[src/hdl/rde_pkg.sv]
// rde_pkg: shared types and codes for the decode/execute stage
// opcode and function codes, control struct passed between stages
// no dependencies
package rde_pkg;

	// primary opcodes
	localparam logic [5:0] OP_RTYPE = 6'h00;
	localparam logic [5:0] OP_J     = 6'h02;
	localparam logic [5:0] OP_JAL   = 6'h03;
	localparam logic [5:0] OP_BEQ   = 6'h04;
	localparam logic [5:0] OP_BNE   = 6'h05;
	localparam logic [5:0] OP_ADDIU = 6'h09;
	localparam logic [5:0] OP_SLTIU = 6'h0b;
	localparam logic [5:0] OP_ANDI  = 6'h0c;
	localparam logic [5:0] OP_ORI   = 6'h0d;
	localparam logic [5:0] OP_LUI   = 6'h0f;
	localparam logic [5:0] OP_LB    = 6'h20;
	localparam logic [5:0] OP_LW    = 6'h23;
	localparam logic [5:0] OP_SB    = 6'h28;
	localparam logic [5:0] OP_SW    = 6'h2b;

	// r-type function codes
	localparam logic [5:0] FN_SLL  = 6'h00;
	localparam logic [5:0] FN_SRL  = 6'h02;
	localparam logic [5:0] FN_JR   = 6'h08;
	localparam logic [5:0] FN_ADDU = 6'h21;
	localparam logic [5:0] FN_SUBU = 6'h23;
	localparam logic [5:0] FN_AND  = 6'h24;
	localparam logic [5:0] FN_OR   = 6'h25;
	localparam logic [5:0] FN_NOR  = 6'h27;
	localparam logic [5:0] FN_SLTU = 6'h2b;

	localparam logic [4:0]  LINK_REG   = 5'd31;
	localparam logic [31:0] JUMP_REGION = 32'hf000_0000;
	localparam logic [31:0] BYTE_MASK   = 32'h0000_00ff;

	typedef enum logic [3:0] {
		ALU_ZERO  = 4'd0,
		ALU_AND   = 4'd1,
		ALU_ADD   = 4'd2,
		ALU_NOR   = 4'd3,
		ALU_OR    = 4'd4,
		ALU_SLTU  = 4'd5,
		ALU_SLL   = 4'd6,
		ALU_SRL   = 4'd7,
		ALU_SUB   = 4'd8,
		ALU_PASSB = 4'd9,
		ALU_LINK  = 4'd10
	} alu_op_t;

	typedef enum logic [2:0] {
		BR_NONE = 3'd0,
		BR_JR   = 3'd1,
		BR_JUMP = 3'd2,
		BR_EQ   = 3'd3,
		BR_NE   = 3'd4
	} br_kind_t;

	typedef enum logic [2:0] {
		MEM_NONE = 3'd0,
		MEM_LW   = 3'd1,
		MEM_LB   = 3'd2,
		MEM_SW   = 3'd3,
		MEM_SB   = 3'd4
	} mem_op_t;

	typedef struct packed {
		alu_op_t    alu_op;
		br_kind_t   br_kind;
		logic [4:0] shamt;
		logic [4:0] dest_reg;
		logic       dest_write;
		mem_op_t    mem_op;
	} ctrl_t;

endpackage

[src/hdl/rde_decode.sv]
// rde_decode: instruction decode, second pipeline stage register
// depends on rde_pkg
module rde_decode (
	input  logic                clk,
	input  logic                arst_n,
	input  logic                valid_s1,
	input  logic [31:0]         instruction_s1,
	input  logic [31:0]         pc_s1,
	input  logic [31:0]         rs_data_s1,
	input  logic [31:0]         rt_data_s1,
	output logic                valid_s2,
	output rde_pkg::ctrl_t      ctrl_s2,
	output logic [31:0]         op_a_s2,
	output logic [31:0]         op_b_s2,
	output logic [31:0]         pc4_s2,
	output logic [31:0]         boff_s2,
	output logic [31:0]         jtarg_s2,
	output logic [31:0]         store_data_s2
);

	logic [5:0]     opcode;
	logic [5:0]     funct;
	logic [4:0]     rt;
	logic [4:0]     rd;
	logic [15:0]    imm;
	logic [31:0]    simm;
	logic [31:0]    zimm;
	rde_pkg::ctrl_t ctrl;
	logic [31:0]    op_b;
	logic [31:0]    store_data;

	assign opcode = instruction_s1[31:26];
	assign rt     = instruction_s1[20:16];
	assign rd     = instruction_s1[15:11];
	assign funct  = instruction_s1[5:0];
	assign imm    = instruction_s1[15:0];
	assign simm   = {{16{imm[15]}}, imm};
	assign zimm   = {16'h0000, imm};

	always_comb begin
		ctrl.alu_op     = rde_pkg::ALU_ZERO;
		ctrl.br_kind    = rde_pkg::BR_NONE;
		ctrl.shamt      = instruction_s1[10:6];
		ctrl.dest_reg   = '0;
		ctrl.dest_write = 1'b0;
		ctrl.mem_op     = rde_pkg::MEM_NONE;
		op_b            = rt_data_s1;
		store_data      = '0;
		unique case (opcode)
			rde_pkg::OP_RTYPE: begin
				if (funct == rde_pkg::FN_JR) begin
					ctrl.br_kind = rde_pkg::BR_JR;
				end else begin
					ctrl.dest_reg   = rd;
					ctrl.dest_write = 1'b1;
					unique case (funct)
						rde_pkg::FN_AND:  ctrl.alu_op = rde_pkg::ALU_AND;
						rde_pkg::FN_ADDU: ctrl.alu_op = rde_pkg::ALU_ADD;
						rde_pkg::FN_NOR:  ctrl.alu_op = rde_pkg::ALU_NOR;
						rde_pkg::FN_OR:   ctrl.alu_op = rde_pkg::ALU_OR;
						rde_pkg::FN_SLTU: ctrl.alu_op = rde_pkg::ALU_SLTU;
						rde_pkg::FN_SLL:  ctrl.alu_op = rde_pkg::ALU_SLL;
						rde_pkg::FN_SRL:  ctrl.alu_op = rde_pkg::ALU_SRL;
						rde_pkg::FN_SUBU: ctrl.alu_op = rde_pkg::ALU_SUB;
						default:          ctrl.alu_op = rde_pkg::ALU_ZERO;
					endcase
				end
			end
			rde_pkg::OP_ADDIU: begin
				ctrl.alu_op = rde_pkg::ALU_ADD;
				op_b = simm;
				ctrl.dest_reg = rt;
				ctrl.dest_write = 1'b1;
			end
			rde_pkg::OP_ANDI: begin
				ctrl.alu_op = rde_pkg::ALU_AND;
				op_b = zimm;
				ctrl.dest_reg = rt;
				ctrl.dest_write = 1'b1;
			end
			rde_pkg::OP_ORI: begin
				ctrl.alu_op = rde_pkg::ALU_OR;
				op_b = zimm;
				ctrl.dest_reg = rt;
				ctrl.dest_write = 1'b1;
			end
			rde_pkg::OP_SLTIU: begin
				ctrl.alu_op = rde_pkg::ALU_SLTU;
				op_b = simm;
				ctrl.dest_reg = rt;
				ctrl.dest_write = 1'b1;
			end
			rde_pkg::OP_LUI: begin
				ctrl.alu_op = rde_pkg::ALU_PASSB;
				op_b = {imm, 16'h0000};
				ctrl.dest_reg = rt;
				ctrl.dest_write = 1'b1;
			end
			rde_pkg::OP_BEQ: ctrl.br_kind = rde_pkg::BR_EQ;
			rde_pkg::OP_BNE: ctrl.br_kind = rde_pkg::BR_NE;
			rde_pkg::OP_J:   ctrl.br_kind = rde_pkg::BR_JUMP;
			rde_pkg::OP_JAL: begin
				ctrl.br_kind = rde_pkg::BR_JUMP;
				ctrl.alu_op = rde_pkg::ALU_LINK;
				ctrl.dest_reg = rde_pkg::LINK_REG;
				ctrl.dest_write = 1'b1;
			end
			rde_pkg::OP_LW: begin
				ctrl.alu_op = rde_pkg::ALU_ADD;
				op_b = simm;
				ctrl.dest_reg = rt;
				ctrl.dest_write = 1'b1;
				ctrl.mem_op = rde_pkg::MEM_LW;
			end
			rde_pkg::OP_LB: begin
				ctrl.alu_op = rde_pkg::ALU_ADD;
				op_b = simm;
				ctrl.dest_reg = rt;
				ctrl.dest_write = 1'b1;
				ctrl.mem_op = rde_pkg::MEM_LB;
			end
			rde_pkg::OP_SW: begin
				ctrl.alu_op = rde_pkg::ALU_ADD;
				op_b = simm;
				ctrl.mem_op = rde_pkg::MEM_SW;
				store_data = rt_data_s1;
			end
			rde_pkg::OP_SB: begin
				ctrl.alu_op = rde_pkg::ALU_ADD;
				op_b = simm;
				ctrl.mem_op = rde_pkg::MEM_SB;
				store_data = rt_data_s1 & rde_pkg::BYTE_MASK;
			end
			default: begin
				// unknown opcode behaves as a no-op
				ctrl.alu_op = rde_pkg::ALU_ZERO;
			end
		endcase
		// register zero is never written
		if (ctrl.dest_reg == 5'd0) begin
			ctrl.dest_write = 1'b0;
		end
		if (!ctrl.dest_write) begin
			ctrl.dest_reg = 5'd0;
		end
	end

	always_ff @(posedge clk or negedge arst_n) begin
		if (!arst_n) begin
			valid_s2 <= 1'b0;
		end else begin
			valid_s2 <= valid_s1;
		end
	end

	always_ff @(posedge clk) begin
		if (valid_s1) begin
			ctrl_s2       <= ctrl;
			op_a_s2       <= rs_data_s1;
			op_b_s2       <= op_b;
			pc4_s2        <= pc_s1 + 32'd4;
			boff_s2       <= {simm[29:0], 2'b00};
			jtarg_s2      <= (pc_s1 & rde_pkg::JUMP_REGION)
				| {4'h0, instruction_s1[25:0], 2'b00};
			store_data_s2 <= store_data;
		end
	end

endmodule

[src/hdl/rde_execute.sv]
// rde_execute: alu, branch compare and target, result stage register
// depends on rde_pkg
module rde_execute (
	input  logic           clk,
	input  logic           arst_n,
	input  logic           valid_s2,
	input  rde_pkg::ctrl_t ctrl_s2,
	input  logic [31:0]    op_a_s2,
	input  logic [31:0]    op_b_s2,
	input  logic [31:0]    pc4_s2,
	input  logic [31:0]    boff_s2,
	input  logic [31:0]    jtarg_s2,
	input  logic [31:0]    store_data_s2,
	output logic           valid_s3,
	output logic [31:0]    alu_result_s3,
	output logic [31:0]    branch_target_s3,
	output logic           redirect_s3,
	output logic [4:0]     dest_reg_s3,
	output logic           dest_write_s3,
	output logic [2:0]     mem_op_s3,
	output logic [31:0]    store_data_s3
);

	logic [31:0] alu;
	logic [31:0] target;
	logic        redirect;
	logic        equal;

	assign equal = (op_a_s2 == op_b_s2);

	always_comb begin
		unique case (ctrl_s2.alu_op)
			rde_pkg::ALU_AND:   alu = op_a_s2 & op_b_s2;
			rde_pkg::ALU_ADD:   alu = op_a_s2 + op_b_s2;
			rde_pkg::ALU_NOR:   alu = ~(op_a_s2 | op_b_s2);
			rde_pkg::ALU_OR:    alu = op_a_s2 | op_b_s2;
			rde_pkg::ALU_SLTU:  alu = {31'd0, op_a_s2 < op_b_s2};
			rde_pkg::ALU_SLL:   alu = op_b_s2 << ctrl_s2.shamt;
			rde_pkg::ALU_SRL:   alu = op_b_s2 >> ctrl_s2.shamt;
			rde_pkg::ALU_SUB:   alu = op_a_s2 - op_b_s2;
			rde_pkg::ALU_PASSB: alu = op_b_s2;
			rde_pkg::ALU_LINK:  alu = pc4_s2;
			default:            alu = '0;
		endcase
	end

	always_comb begin
		unique case (ctrl_s2.br_kind)
			rde_pkg::BR_JR: begin
				target   = op_a_s2;
				redirect = 1'b1;
			end
			rde_pkg::BR_JUMP: begin
				target   = jtarg_s2;
				redirect = 1'b1;
			end
			rde_pkg::BR_EQ: begin
				target   = pc4_s2 + boff_s2;
				redirect = equal;
			end
			rde_pkg::BR_NE: begin
				target   = pc4_s2 + boff_s2;
				redirect = !equal;
			end
			default: begin
				target   = '0;
				redirect = 1'b0;
			end
		endcase
	end

	always_ff @(posedge clk or negedge arst_n) begin
		if (!arst_n) begin
			valid_s3 <= 1'b0;
		end else begin
			valid_s3 <= valid_s2;
		end
	end

	always_ff @(posedge clk) begin
		if (valid_s2) begin
			alu_result_s3    <= alu;
			branch_target_s3 <= target;
			redirect_s3      <= redirect;
			dest_reg_s3      <= ctrl_s2.dest_reg;
			dest_write_s3    <= ctrl_s2.dest_write;
			mem_op_s3        <= ctrl_s2.mem_op;
			store_data_s3    <= store_data_s2;
		end
	end

endmodule

[src/hdl/risc_decode_execute_stage_top.sv]
// risc_decode_execute_stage_top: three-stage decode/execute pipeline
// depends on rde_pkg, rde_decode, rde_execute
//
// channel   handshake          payload
// -------   ----------------   ------------------------------------------------
// input     start & !busy      instruction, pc, rs_data, rt_data
// result    done (one cycle)   alu_result, branch_target, redirect, dest_reg,
//                              dest_write, mem_op, store_data
//
// one item a cycle; each result is registered through every stage below, in order
// stages: input register, decode register, execute/result register
// busy is always low: the receiver cannot stall, so the pipeline never halts
// reset clears the valid bits only; no item is in flight after reset
module risc_decode_execute_stage_top (
	input  logic        clk,
	input  logic        arst_n,
	input  logic        start,
	output logic        busy,
	input  logic [31:0] instruction,
	input  logic [31:0] pc,
	input  logic [31:0] rs_data,
	input  logic [31:0] rt_data,
	output logic        done,
	output logic [31:0] alu_result,
	output logic [31:0] branch_target,
	output logic        redirect,
	output logic [4:0]  dest_reg,
	output logic        dest_write,
	output logic [2:0]  mem_op,
	output logic [31:0] store_data
);

	logic           valid_s1;
	logic [31:0]    instruction_s1;
	logic [31:0]    pc_s1;
	logic [31:0]    rs_data_s1;
	logic [31:0]    rt_data_s1;

	logic           valid_s2;
	rde_pkg::ctrl_t ctrl_s2;
	logic [31:0]    op_a_s2;
	logic [31:0]    op_b_s2;
	logic [31:0]    pc4_s2;
	logic [31:0]    boff_s2;
	logic [31:0]    jtarg_s2;
	logic [31:0]    store_data_s2;

	logic           accept;

	assign busy   = 1'b0;
	assign accept = start && !busy;

	always_ff @(posedge clk or negedge arst_n) begin
		if (!arst_n) begin
			valid_s1 <= 1'b0;
		end else begin
			valid_s1 <= accept;
		end
	end

	always_ff @(posedge clk) begin
		if (accept) begin
			instruction_s1 <= instruction;
			pc_s1          <= pc;
			rs_data_s1     <= rs_data;
			rt_data_s1     <= rt_data;
		end
	end

	rde_decode u_decode (
		.clk            (clk),
		.arst_n         (arst_n),
		.valid_s1       (valid_s1),
		.instruction_s1 (instruction_s1),
		.pc_s1          (pc_s1),
		.rs_data_s1     (rs_data_s1),
		.rt_data_s1     (rt_data_s1),
		.valid_s2       (valid_s2),
		.ctrl_s2        (ctrl_s2),
		.op_a_s2        (op_a_s2),
		.op_b_s2        (op_b_s2),
		.pc4_s2         (pc4_s2),
		.boff_s2        (boff_s2),
		.jtarg_s2       (jtarg_s2),
		.store_data_s2  (store_data_s2)
	);

	rde_execute u_execute (
		.clk              (clk),
		.arst_n           (arst_n),
		.valid_s2         (valid_s2),
		.ctrl_s2          (ctrl_s2),
		.op_a_s2          (op_a_s2),
		.op_b_s2          (op_b_s2),
		.pc4_s2           (pc4_s2),
		.boff_s2          (boff_s2),
		.jtarg_s2         (jtarg_s2),
		.store_data_s2    (store_data_s2),
		.valid_s3         (done),
		.alu_result_s3    (alu_result),
		.branch_target_s3 (branch_target),
		.redirect_s3      (redirect),
		.dest_reg_s3      (dest_reg),
		.dest_write_s3    (dest_write),
		.mem_op_s3        (mem_op),
		.store_data_s3    (store_data)
	);

endmodule

[config.mk]
export PLATFORM = sky130hd
export DESIGN_NAME = risc_decode_execute_stage_top
export DESIGN_NICKNAME = d
export VERILOG_FILES = /design/src/hdl/rde_pkg.sv /design/src/hdl/rde_decode.sv /design/src/hdl/rde_execute.sv /design/src/hdl/risc_decode_execute_stage_top.sv
export SDC_FILE = /design/constraint.sdc
export NUM_CORES = 1
export LEC_CHECK = 0
export BUFFER_PORTS_ARGS = -buffer_cell sky130_fd_sc_hd__clkbuf_2
export CAP_MARGIN = 20
export CORE_UTILIZATION = 43
export CTS_BUF_LIST = sky130_fd_sc_hd__clkbuf_8 sky130_fd_sc_hd__clkbuf_16
export DETAILED_ROUTE_END_ITERATION = 10
export PLACE_DENSITY_LB_ADDON = 0.12
export SYNTH_ARGS = -nofsm -noshare
export SYNTH_HDL_FRONTEND = slang
export SYNTH_SLANG_ARGS = --single-unit
[constraint.sdc]
create_clock -name clk -period 4.2 [get_ports clk]
set_input_delay 0.42 -clock clk [delete_from_list [all_inputs] [get_ports clk]]
set_output_delay 0.42 -clock clk [all_outputs]
set_load 0.02 [all_outputs]
# [Word level (Yosys, flattened, before mapping)]
# Index checks and enable logic that the tools add are counted.
[totals] register_bits=434 word_cells=98
[classes] addsub=4 n_lt_le_gt_ge=1 n_eq_ne=36 shift=2 mux=14 bitwise_logic=4 n_reduce_logical=11
[ops] operator="$pmux 32 s10" n=1
[ops] operator="$pmux 32 s3" n=2
[ops] operator="$add 32x32->32" n=2
[ops] operator="$pmux 32 s2" n=1
[ops] operator="$eq 6x6->1 const B" n=10
[ops] operator="$eq 6x4->1 const B" n=6
[ops] operator="$add 32x3->32 const B" n=1
[ops] operator="$and 32x32->32" n=1
[ops] operator="$eq 32x32->1" n=1
[ops] operator="$lt 32x32->1" n=1
[ops] operator="$not 32->32" n=1
[ops] operator="$or 32x28->32" n=1
[ops] operator="$or 32x32->32" n=1
[ops] operator="$pmux 4 s8" n=1
[ops] operator="$shl 32x5->32" n=1
[ops] operator="$shr 32x5->32" n=1
[ops] operator="$sub 32x32->32" n=1
[ops] operator="$pmux 4 s7" n=1
[ops] operator="$pmux 3 s4" n=2
[ops] operator="$eq 6x2->1 const B" n=3
[ops] operator="$pmux 6 s3" n=1
[ops] operator="$eq 4x3->1 const B" n=4
[ops] operator="$eq 4x4->1 const B" n=3
[ops] operator="$eq 6x3->1 const B" n=2
[ops] operator="other kinds (16)" n=23

# [Depth between registers and ports, before layout]
[logic_depth] ltp_word=5 ltp_mapped=14 depth_no_buf=14

# [By module]
# A second synthesis with hierarchy kept.
[hier_totals] cells_unflattened=2379 area_unflattened_um2=25341.8
[by_module_without_submodules] mod="rde_execute" instances=1 cells_per_inst=1738 area_each_um2=14153.6 seq_area_each_um2=3208.1
[by_module_without_submodules] mod="rde_decode" instances=1 cells_per_inst=510 area_each_um2=7308.3 seq_area_each_um2=5250.0
[by_module_without_submodules] mod="risc_decode_execute_stage_top" instances=1 cells_per_inst=131 area_each_um2=3880.0 seq_area_each_um2=3868.7

# [Least setup slack after synthesis]
# OpenSTA, ideal clock, no wires.
[synth_timing] kind="register to register" from="register valid_s1" to="register u_decode.boff_s2[12] (enable)" setup_time_ps=535 t_arrival_ps=3831 slack_ps=-166 stages_incl_launch_ff=1 path_cell_list="dfrtp_1"
[synth_rtl] item="from (decl)" line="risc_decode_execute_stage_top.sv:33" rtl="logic valid_s1;"
[synth_rtl] item="from (signal assigned)" line="risc_decode_execute_stage_top.sv:57" rtl="valid_s1 <= accept;"
[synth_rtl] item="to (signal assigned)" line="rde_decode.sv:162" rtl="boff_s2 <= {simm[29:0], 2'b00};"
[synth_rtl] item="to (decl)" line="rde_decode.sv:16" rtl="output logic [31:0] boff_s2,"
# No word-level cell between the ends.

# [Worst setup path in the final report]
[layout_timing] from="register u_decode.op_b_s2[0]" to="register u_execute.alu_result_s3[18] (data pin)"
[layout_between] elab_chain_cells=2
[layout_rtl] item="from (decl)" line="rde_decode.sv:14" rtl="output logic [31:0] op_b_s2,"
[layout_rtl] item="from (signal assigned)" line="rde_decode.sv:160" rtl="op_b_s2 <= op_b;"
[layout_rtl] item="$sub 32x32->32, or another cell as far along" line="rde_execute.sv:40" rtl="rde_pkg::ALU_SUB: alu = op_a_s2 - op_b_s2;"
[layout_rtl] item="$pmux 32 s10 *" line="rde_execute.sv:32" rtl="unique case (ctrl_s2.alu_op)"
[layout_rtl] item="via u_execute.alu[18]" line="rde_execute.sv:24" rtl="logic [31:0] alu;"
[layout_rtl] item="to (signal assigned)" line="rde_execute.sv:82" rtl="alu_result_s3 <= alu;"
[layout_rtl] item="to (decl)" line="rde_execute.sv:15" rtl="output logic [31:0] alu_result_s3,"
# Mark *: on every way through the listed nets, which the timed path passes. The rest lies on a longest branch.
# A chain may end at the register's enable or synchronous reset.

==> flow_summary.ini <==
[yosys]
yosysSeqAreaShare_pct = 49.8
synth_nets = 2575
yosys_warnings = 0
synth_area_mm2 = 0.0248
async_flop_share_pct = 0.730
synth-edff-count = 408
synth-main-ff-cell = edfxtp_1
avgSynthCellArea_um2 = 10.7
yosysUniqueCellTypes = 107
netlist_instances = 2309
ys_ff_latch = 411

[finish]
synthToLayoutAreaGrowth_pct = 19.8
final_nets = 2914
layout_common_cells = edfxtp_1 (408), clkbuf_2 (236), nand2_1 (208)
drive_gt1_share_pct = 18.7
stdcell_count = 3442
final_common_cell = edfxtp_1

[floorplanning]
die_y_um = 242
pin_count = 239
core_area_mm2 = 0.0566
die_w_um = 242
fp-row-count = 87
initial_core_util_pct = 43.8
dieArea_mm2 = 0.0586

[cts]
path_clk_slew_ns = 0.07
cts_max_level = 2
cts_buffers = 45
tritoncts = built
clock_latency_ns = 0.60
clock_path_buffers = 3
cts.sinks = 411
cts-root-buf = clkbuf_16

[global_route]
grt_pass1_vias = 20200
grt.overflow.total = 0
grt_max_degree = 76
grt_usage_pct = 31.6
grt_pass1_wl_um = 137000
antenna_found_initial = 1

[setup_path]
cp_max_fo = 10
start_kind = flip-flop
critical_path_class = reg -> reg
required_ns = 4.50
critPathCaptureType = flip-flop
crit_arrival_ns = 4.10

[place]
dp.final_hpwl_um = 73200
numPlacedInstances = 3256
place_congestion = 0.984
numPortBuffers = 237

[timing]
finClkSkew_ns = 0.0336
maxSlewViolCount = 0
fmax_mhz = 263
rsz0062_at_grt = no
tns_ns = 0
tightest_slew_ns = 1.01
setup-violations-final = 0
hold_viol = 0
period_share_pct = 90.6
relSlewSlack_pct = 32.5
min_period_ns = 3.80

[detailed_routing]
dr.pass1.iters = 6
drtIter0Drc = 2305
antenna_left = 0
vias = 21100
drc_errors = 0
avgRoutedWirePerCell_um = 27.5
totalWireLength_um = 94600
vias_per_cell = 6.13

[outcome]
status = finished, final reports clean

[run]
drv_cap = 0

[power_and_ir_drop]
power_mw = 13.2
leakage_nw = 11.7
max-vdd-ir-drop_mv = 0.399
power_density_mw_per_mm2 = 445

[hold_path]
hold_class = in -> reg
==> kinds of logic (layout without fill, tap and decap cells) <==
group | after synthesis | count (layout) | synth area share, %
XOR/XNOR | 58 | 58 | 2.05
other | 1 | 3 | 0.0151
buffers and inverters | 244 | 619 | 4.09
adder cells (fa/ha/maj) | 135 | 135 | 6.91
AO/OA/AOI/OAI | 725 | 725 | 20.1
flip-flops | 411 | 411 | 49.8
AND/OR/NAND/NOR | 642 | 642 | 12.1
multiplexers | 93 | 93 | 5.01
==> where the power goes <==
group | internal, mW | leakage (nW) | switching, mW
Combinational | 1.34 | 6.87 | 2.33
Sequential | 4.96 | 4.06 | 0.390
Clock | 2.46 | 0.785 | 1.70
Total | 8.77 | 11.7 | 4.42
==> timing repair <==
action | in CTS | in global routing
hold buffers | 100 | 0
gates resized for setup | 0 | 0
endpoints found under the hold margin | 102 | 0
buffers inserted | 0 | 0
==> flip-flops by register name, indices dropped and copies added (netlist names), 3 cells and up <==
name	flops
instruction_s1	32
u_execute.dest_reg_s3	5
rt_data_s1	32
u_decode.jtarg_s2	15
u_decode.pc4_s2	32
pc_s1	32
u_decode.op_b_s2	32
u_decode.op_a_s2	32
u_execute.alu_result_s3	32
u_decode.store_data_s2	32
u_execute.mem_op_s3	3
u_decode.boff_s2	11
u_decode.ctrl_s2	20
rs_data_s1	32
u_execute.branch_target_s3	32
u_execute.store_data_s3	32
==> area by class of cell <==
class	instances	area, um^2
Fill cell	5054	26900
Sequential cell	411	12300
Multi-Input combinational cell	1654	11500
Timing Repair Buffer	429	2970
Clock buffer	45	1130
Tap cell	756	946
Clock inverter	38	419
Inverter	107	402
Antenna cell	2	5.00
==> metal layers <==
metal | global-route usage (%) | share of wire, % | vias up
li1 | - | - | 9464
met1 | 44.0 | 43 | 10300
met2 | 49.1 | 44 | 1136
met3 | 5.21 | 8.4 | 181
met4 | 13.0 | 4.5 | 0
met5 | 0 | 0 | -
==> through the flow <==
step,hold slack (ns),area [um^2],utilization (%),setup slack (ns)
floorplan,0.124,24800,-,1.08
global placement,0.218,27100,47.9,0.509
detailed placement,0.219,27100,47.9,0.548
CTS,0.000106,29700,52.4,0.513
global route,0.00595,29700,52.4,0.281
finish,0.0240,29700,52.4,0.396
==> worst paths after layout <==
kind                                                          to  slack [ns]  depth (start not counted)                     startpoint
setup / recovery           u_execute.alu_result_s3[18]$_DFFE_PP_        0.40                         12  u_decode.op_b_s2[0]$_DFFE_PP_
hold / removal                          rs_data_s1[27]$_DFFE_PP_        0.02                          1                    rs_data[27]
setup reg to reg           u_execute.alu_result_s3[18]$_DFFE_PP_        0.40                         12  u_decode.op_b_s2[0]$_DFFE_PP_
hold reg to reg                    u_decode.op_a_s2[7]$_DFFE_PP_        0.42                          0        rs_data_s1[7]$_DFFE_PP_
max in group asynchronous            u_decode.valid_s2$_DFF_PN0_        3.89                          2                         arst_n
min in group asynchronous                     valid_s1$_DFF_PN0_        0.19                          2                         arst_n
==> synth_stat cells (all sizes together) (22+ instances only) <==
cell type    n  share of area (%)
o211ai      23               0.79
o21bai      25               0.76
xnor2       41                1.4
and2        35               0.89
nand3       40               0.83
a31oi       22               0.56
edfxtp     408                 49
o22ai       28               0.71
a211oi      29               0.95
buf         56                1.2
clkbuf      81                1.2
ha         132                6.7
a22oi       56                1.7
mux2i       53                2.1
nand2      210                3.2
a21o        26               0.79
mux4        23                2.1
inv        106                1.6
nor2       198                3.0
nor3        34               0.71
a21oi      175                3.6
o21ai      159                3.2
nor2b       27               0.69
==> critical path: stages (launching register included) <==
cell and delay [ns]:
edfxtp_1 0.54, ha_1 0.31, fa_1 0.43, nand3_1 0.13, nand2_4 0.11, a211o_2 0.31, a21oi_1 0.30, o21ai_0 0.26
a31oi_1 0.31, o21bai_1 0.14, a221o_1 0.33, nand2_1 0.12, o2111ai_1 0.21
Power figures use the tool's default switching activity.
